File: config.mk
export PLATFORM = sky130hd
export DESIGN_NAME = aotr_ctrl
export DESIGN_NICKNAME = d
export VERILOG_FILES = /design/src/design/aotr_pkg.sv /design/src/design/aotr_ctrl.sv
export SDC_FILE = /design/constraint.sdc
export NUM_CORES = 1
export LEC_CHECK = 0
export ABC_CLOCK_PERIOD_IN_PS = 1250
export BUFFER_PORTS_ARGS = -buffer_cell sky130_fd_sc_hd__buf_2
export CAP_MARGIN = 0
export CORE_AREA = 2 2 39 41
export DETAILED_ROUTE_END_ITERATION = 6
export DIE_AREA = 0 0 41 43
export SLEW_MARGIN = 0
export SYNTH_ARGS = -nofsm -noshare
export SYNTH_HDL_FRONTEND = slang
export SYNTH_SLANG_ARGS = --single-unit
File: constraint.sdc
create_clock -name clk -period 1.25 [get_ports clk]
set_clock_uncertainty 0.1 [all_clocks]
set_input_delay 0.0625 -clock clk [delete_from_list [all_inputs] [get_ports clk]]
set_output_delay 0.0625 -clock clk [all_outputs]
set_load 0.005 [all_outputs]
File: src/design/aotr_pkg.sv
// shared constants, types and command/status structs of the or/xor reduction tree
// no dependencies
package aotr_pkg;

  localparam int MAX_LEVELS = 10;
  localparam int VALUE_BITS = 32;
  localparam int NODE_AW    = MAX_LEVELS + 1;
  localparam int NODE_COUNT = 2 ** NODE_AW;
  localparam int HEIGHT_W   = $clog2(MAX_LEVELS + 1);
  localparam int IDX_W      = 10;
  localparam int ROOT_W     = 32;
  localparam int LVL_W      = 4;
  localparam int CFG_AW     = 2;
  localparam int CFG_DW     = 32;

  localparam logic [CFG_AW-1:0] REG_LEVELS_IN_USE = CFG_AW'(0);
  localparam logic [LVL_W-1:0]  LEVELS_RESET      = LVL_W'(10);

  typedef logic [NODE_AW-1:0]    node_addr_t;
  typedef logic [VALUE_BITS-1:0] node_word_t;

  typedef enum logic [3:0] {
    ST_CLEAR = 4'b0001,
    ST_IDLE  = 4'b0010,
    ST_WALK  = 4'b0100,
    ST_ROOT  = 4'b1000
  } aotr_state_t;

  typedef struct packed {
    logic clear;     // write zero at the sweep address
    logic load;      // write the leaf, read its sibling
    logic step;      // combine, write the parent, read the next sibling
    logic root_rd;   // read the root for a rejected word
    logic fin_walk;  // capture the new root as the result
    logic fin_err;   // capture the stored root as the result, flag set
  } aotr_cmd_t;

  typedef struct packed {
    logic clear_done;
    logic in_range;
    logic at_top;
  } aotr_status_t;

endpackage

File: src/design/aotr_ctrl.sv
// controller state machine: store clearing sweep, leaf-to-root walk, result strobe
// depends on aotr_pkg
module aotr_ctrl import aotr_pkg::*; (
  input  logic         clk,
  input  logic         rst_n,
  input  logic         start,
  input  aotr_status_t status,
  output aotr_cmd_t    cmd,
  output logic         busy,
  output logic         out_valid
);

  aotr_state_t state_r, state_nxt;
  logic        valid_r, valid_nxt;

  always_comb begin
    state_nxt = state_r;
    valid_nxt = 1'b0;
    cmd       = '0;
    unique case (state_r)
      ST_CLEAR: begin
        cmd.clear = 1'b1;
        if (status.clear_done) begin
          state_nxt = ST_IDLE;
        end
      end
      ST_IDLE: begin
        if (start) begin
          if (status.in_range) begin
            cmd.load  = 1'b1;
            state_nxt = ST_WALK;
          end else begin
            cmd.root_rd = 1'b1;
            state_nxt   = ST_ROOT;
          end
        end
      end
      ST_WALK: begin
        cmd.step = 1'b1;
        if (status.at_top) begin
          cmd.fin_walk = 1'b1;
          valid_nxt    = 1'b1;
          state_nxt    = ST_IDLE;
        end
      end
      ST_ROOT: begin
        cmd.fin_err = 1'b1;
        valid_nxt   = 1'b1;
        state_nxt   = ST_IDLE;
      end
      default: begin
        state_nxt = ST_CLEAR;
      end
    endcase
  end

  always_ff @(posedge clk) begin
    if (!rst_n) begin
      state_r <= ST_CLEAR;
      valid_r <= 1'b0;
    end else begin
      state_r <= state_nxt;
      valid_r <= valid_nxt;
    end
  end

  assign busy      = (state_r != ST_IDLE);
  assign out_valid = valid_r;

endmodule

==> results of run 1 <==
[cell usage after synthesis, types with 2 or more instances]
cell	number
dfxtp_1	5
nor3_1	4
inv_1	3
nor2_1	3
a21oi_1	2
nor4b_4	2
o21a_1	2
o21ai_0	2
[state kept, by name, summed over array words and instances, names as in the netlist]
register,count
out_valid,1
state_r,4
[final cells by class]
type | count | share of cell area
Clock buffer | 4 | 0.0410
Inverter | 3 | 0.0176
Multi-Input combinational cell | 27 | 0.396
Sequential cell | 5 | 0.176
Tap cell | 16 | 0.0313
Timing Repair Buffer | 28 | 0.338
[routing by layer]
| layer | share of wire | vias up |
|---|---|---|
| met4 | 0.011 | 0 |
| met3 | 0.071 | 2 |
| met5 | 0 | - |
| li1 | - | 195 |
| met1 | 0.40 | 173 |
| met2 | 0.51 | 14 |
[critical path: cells and delay by family, from the launching register on]
| family | cells | cell delay [ns] |
|---|---|---|
| simple gates | 2 | 0.46 |
| buf+inv | 2 | 0.22 |
| flops | 1 | 0.36 |
[how the worst max path moves through the flow]
stage                                         end  slack, ns  cells past startpoint
final                                      cmd[1]      -0.20                      4
after global routing                       cmd[2]      -0.26                      4
after CTS                                  cmd[1]      -0.23                      4
after detailed placement                   cmd[1]      -0.08                      3
after global placement                     cmd[1]      -0.05                      3
after floorplan           state_r[1]$_SDFFE_PN0P_     0.0006                      4
[cells in the final DEF, fill, tap and decap left out, types with 2 or more instances in the layout]
cell type      synthesis  routed
nor4b_2                1       2
buf_2                  1      10
inv_1                  3       3
o21ai_0                2       2
buf_4                  1       9
nor3_4                 0       2
nor2_1                 3       2
clkbuf_4               0       3
buf_6                  1       7
dlygate4sd3_1          0       2
nor4b_4                2       2
o21a_1                 2       2
a21oi_1                2       2
dfxtp_4                0       3
[power breakdown]
| part | switching, mW | leakage (nW) | internal, mW |
|---|---|---|---|
| Clock | 0.0823 | 0.0150 | 0.122 |
| Sequential | 0.0243 | 0.0427 | 0.170 |
| Combinational | 0.0661 | 0.225 | 0.105 |
[logic make-up (layout without fill, tap and decap cells)]
| group | count (synthesis) | after routing | synth area share |
|---|---|---|---|
| AND/OR/NAND/NOR | 18 | 18 | 0.418 |
| XOR/XNOR | 1 | 1 | 0.0250 |
| flip-flops | 5 | 5 | 0.286 |
| buffers and inverters | 7 | 35 | 0.114 |
| AO/OA/AOI/OAI | 8 | 8 | 0.157 |
[repair_timing]
item	CTS	global route
pin swaps	6	6
setup endpoints to repair	11	12
gates resized for setup	15	9
setup buffers	4	4
hold buffers	2	0
hold endpoints to repair	3	0
[metrics by stage]
| stage | TNS [ns] | instances | cell area, sq um | setup WS (ns) |
|---|---|---|---|---|
| after floorplan | 0 | 39 | 350 | 0.000616 |
| after global placement | -0.190 | 70 | 452 | -0.0526 |
| after detailed placement | -0.360 | 70 | 452 | -0.0783 |
| after CTS | -1.26 | 80 | 582 | -0.228 |
| after global routing | -1.82 | 83 | 641 | -0.256 |
| final | -1.31 | 83 | 641 | -0.205 |
==> results.py, run 1 <==
metrics = {
    "run_status": {
        "status": "complete, but fails checks",
        "violations": "negative setup slack",
    },
    "global_routing": {
        "grt-ovfl-total": 0,
        "antenna_found_initial": 0,
        "gr-usage-met1": 0.161,
        "grt_pass1_wl_microns": 1470,
        "grtUsageMet3": 0.0785,
        "grt_use_total": 0.135,
        "grt_pass1_vias": 329,
        "busiest_layer": "met2",
        "grt_max_degree": 11,
        "use_met2": 0.178,
    },
    "worst_setup_path": {
        "worstPathArrival_ns": 1.29,
        "cp_max_fo": 5,
        "timing.rr.end": "out_valid$_SDFF_PN0_",
        "crit_chain": "buf_6 > nor4b_4 > and2_4 > buf_6",
        "cp_slowest_cell": "dfxtp_4",
        "cp-start-kind": "register",
        "path_common_cell": "buf_6",
        "crit_path_max_incr_delay_ns": 0.36,
        "crit_path_start": "state_r[1]$_SDFFE_PN0P_",
        "end_kind": "output pin",
        "timing.rr.start": "state_r[1]$_SDFFE_PN0P_",
        "worstPathRequired_ns": 1.09,
        "worstRegToRegCells": 6,
        "r2r_slack_ns": -0.13,
        "critPathKind": "reg -> out",
    },
    "floorplan": {
        "initial_core_util": 0.253,
        "die_h_microns": 43,
        "die_w_microns": 41,
        "die_area_sq_um": 1760,
        "rows": 14,
        "boundaryPins": 14,
        "core_sq_um": 1380,
    },
    "clock_network": {
        "clk_root_buffer_cell": "clkbuf_4",
        "cts_tree": "yes",
        "cts_buffers": 3,
        "ctsHtreeMaxLevel": 1,
        "clkTransAtPathRegs_ns": 0.05,
        "clock_path_buffers": 2,
        "clock_sinks": 5,
        "clock_latency_ns": 0.26,
    },
    "logic_synthesis": {
        "syn_nets": 45,
        "netlist_instances": 39,
        "postSynthAreaPerCell_sq_um": 8.98,
        "postSynth.asyncResetShare": 0,
        "yosysTopAreaCell": "dfxtp_1",
        "ys_types": 24,
        "netlist.area_leader.share": 0.286,
        "synth_seq_cells": 5,
        "ys_seq_area_frac": 0.286,
        "syn_area_sq_um": 350,
        "netlist_top_cells_area": "dfxtp_1 (29%), nor4b_4 (14%), nor3_1 (5.7%)",
        "synthFlopType": "dfxtp_1",
        "ys_warn_count": 0,
        "synth_enable_flop_cells": 0,
    },
    "finish": {
        "area_delta_synth_final_pct": 82.9,
        "drive_above_1_share": 0.657,
        "nFillCells": 143,
        "fin_util": 0.463,
        "multi_input_area_sq_um": 254,
        "antennaDiodeCount": 0,
        "fin_nets": 74,
        "seq_area_sq_um": 113,
    },
    "route": {
        "drc_errors": 0,
        "routed_via_density": 4.63,
        "drt.antenna.violating_nets": 0,
        "vias": 384,
        "drt_wl_total_microns": 1050,
        "initialDrtViolationCount": 4,
        "dr.pass1.iters": 2,
        "wl_per_cell_microns": 12.6,
    },
    "timing": {
        "holdWs_ns": 0.0281,
        "rsz0062_at_grt": "yes",
        "worstMarginPinSlew_ns": 0.276,
        "finalSetupViolCount": 9,
        "fin_crit_sh": 1.16,
        "finalHoldViolCount": 0,
        "fmax_mhz": 687,
        "final-max-slew-violation-count": 0,
        "setup_ws_ns": -0.205,
        "post-route-min-period_ns": 1.45,
        "slew_headroom": 0.815,
    },
    "pwr": {
        "power_leakage_nw": 0.282,
        "power_density_nw_per_um2": 890,
        "peakVddDrop_v": 0.000536,
        "finalPower_mw": 0.570,
    },
    "placement": {
        "gp_congestion": 0.698,
        "dp.final_hpwl_microns": 623,
        "io_buffer_count": 13,
    },
    "min_path": {
        "holdPathEnd": "state_r[0]$_SDFFE_PN1P_",
        "hold_path_depth": 3,
        "hp-start": "status[2]",
        "hp-class": "in -> reg",
    },
    "job": {
        "cap_viol_max_count": 0,
    },
}
(Power assumes the default switching activity.)
==> inputs of run 2 (changes only) <==
- ABC_CLOCK_PERIOD_IN_PS: 1250 -> 1300
- clock period: 1.25 -> 1.3 ns (I/O delays scaled with it)
==> results.py, run 2 (synthesis results as in run 1) <==
metrics = {
    "clock_network": {
        "clock_path_buffers": 2,
        "clock_latency_ns": 0.26,
        "ctsHtreeMaxLevel": 1,
        "cts_tree": "yes",
        "clock_sinks": 5,
        "clk_root_buffer_cell": "clkbuf_4",
        "clkTransAtPathRegs_ns": 0.05,
        "cts_buffers": 3,
    },
    "route": {
        "dr.pass1.iters": 4,
        "drt_wl_total_microns": 1010,
        "initialDrtViolationCount": 2,
        "vias": 391,
        "drc_errors": 0,
        "drt.antenna.violating_nets": 0,
        "wl_per_cell_microns": 12.0,
        "routed_via_density": 4.65,
    },
    "finish": {
        "largest_reg_flops": 4,
        "drive_above_1_share": 0.632,
        "area_delta_synth_final_pct": 86.1,
        "multi_input_area_sq_um": 251,
        "nFillCells": 138,
        "antennaDiodeCount": 0,
        "fin_nets": 75,
        "seq_area_sq_um": 110,
        "final_cell_count_no_fill": 84,
        "mostFrequentLayoutCells": "buf_2 (10), buf_4 (10), buf_6 (6)",
        "top_register": "state_r",
        "fin_util": 0.471,
    },
    "min_path": {
        "hp-start": "status[2]",
        "holdPathEnd": "state_r[0]$_SDFFE_PN1P_",
        "hold_path_depth": 3,
        "hp-class": "in -> reg",
    },
    "pwr": {
        "combinationalPowerShare": 0.328,
        "internal-power_mw": 0.396,
        "power_density_nw_per_um2": 868,
        "peakVddDrop_v": 0.000487,
        "finalPower_mw": 0.566,
        "switching_share": 0.301,
        "power_leakage_nw": 0.293,
        "p_sw_mw": 0.170,
        "clockPowerShare": 0.351,
        "seqPwrFrac": 0.321,
    },
    "global_routing": {
        "antenna_found_initial": 0,
        "grt_max_degree": 11,
        "grt_use_total": 0.139,
        "grt_pass1_vias": 341,
        "grt-ovfl-total": 0,
        "grt_pass1_wl_microns": 1480,
    },
    "worst_setup_path": {
        "timing.rr.start": "state_r[2]$_SDFFE_PN0P_",
        "r2r_slack_ns": -0.08,
        "worstPathArrival_ns": 1.28,
        "critPathKind": "reg -> out",
        "cp_max_fo": 7,
        "timing.rr.end": "state_r[2]$_SDFFE_PN0P_",
        "end_kind": "output pin",
        "worstRegToRegCells": 5,
        "worstPathRequired_ns": 1.13,
        "cp-start-kind": "register",
    },
    "floorplan": {
        "boundaryPins": 14,
        "die_w_microns": 41,
        "initial_core_util": 0.253,
        "die_area_sq_um": 1760,
        "core_sq_um": 1380,
        "die_h_microns": 43,
        "rows": 14,
    },
    "job": {
        "cap_viol_max_count": 0,
    },
    "run_status": {
        "status": "complete, but fails checks",
        "violations": "negative setup slack",
    },
    "placement": {
        "io_buffer_count": 13,
        "dp_cells": 69,
        "place_ws_ns": -0.00530,
        "gp_congestion": 0.690,
        "dp.final_hpwl_microns": 611,
    },
    "timing": {
        "post-route-min-period_ns": 1.44,
        "finalSetupViolCount": 8,
        "worstMarginPinSlew_ns": 0.275,
        "finalHoldViolCount": 0,
        "slew_headroom": 0.816,
        "fmax_mhz": 693,
        "tns_ns": -0.752,
        "rsz0062_at_grt": "yes",
        "fin_crit_sh": 1.11,
        "setup_ws_ns": -0.142,
        "final-max-slew-violation-count": 0,
    },
}
## run 2: worst max path at each step
stage	from	cells past startpoint	end
after floorplan	state_r[2]$_SDFFE_PN0P_	4	state_r[1]$_SDFFE_PN0P_
after global placement	state_r[2]$_SDFFE_PN0P_	3	cmd[1]
after detailed placement	state_r[2]$_SDFFE_PN0P_	3	cmd[1]
after CTS	state_r[3]$_SDFFE_PN0P_	4	cmd[1]
after global routing	state_r[2]$_SDFFE_PN0P_	4	cmd[2]
final	state_r[2]$_SDFFE_PN0P_	3	cmd[4]
## run 2: timing repair
action | in CTS | in global routing
gates resized for setup | 16 | 4
pin swaps | 5 | 6
buffers inserted | 4 | 6
endpoints found under the setup margin | 10 | 11
hold buffers | 2 | 0
hold endpoints to repair | 3 | 0
## run 2: critical path, stage by stage (launching register included)
cell,delay [ns]
dfxtp_4,0.37
nor4b_4,0.32
and3_4,0.24
buf_6,0.09
## run 2: final cells by class
cell class,count,area share
inverters,3,0.0173
clock buffers,4,0.0403
flip-flops and latches,5,0.169
multi-input cells,27,0.386
well taps,16,0.0307
repair buffers,29,0.357
## run 2: power groups by stage
stage,clock network [mW],registers [mW],logic [mW]
2_1_floorplan,0,0.171,0.0989
3_3_place_gp,0,0.186,0.144
3_5_place_dp,0,0.186,0.145
4_1_cts,0.199,0.183,0.154
5_1_grt,0.215,0.184,0.202
6_report,0.199,0.182,0.185
## run 2: per-stage QoR
step                hold slack [ns]  cell area (sq um)
CTS                          0.0274                588
finish                       0.0391                652
global route                 0.0458                652
detailed placement            0.166                457
global placement              0.160                457
floorplan                    0.0431                350
## run 2: metal layers
layer	up-vias	routed length (microns)	track usage
li1	197	-	-
met1	173	408	0.148
met2	17	478	0.181
met3	4	89	0.0838
met4	0	29	0.120
met5	-	0	0
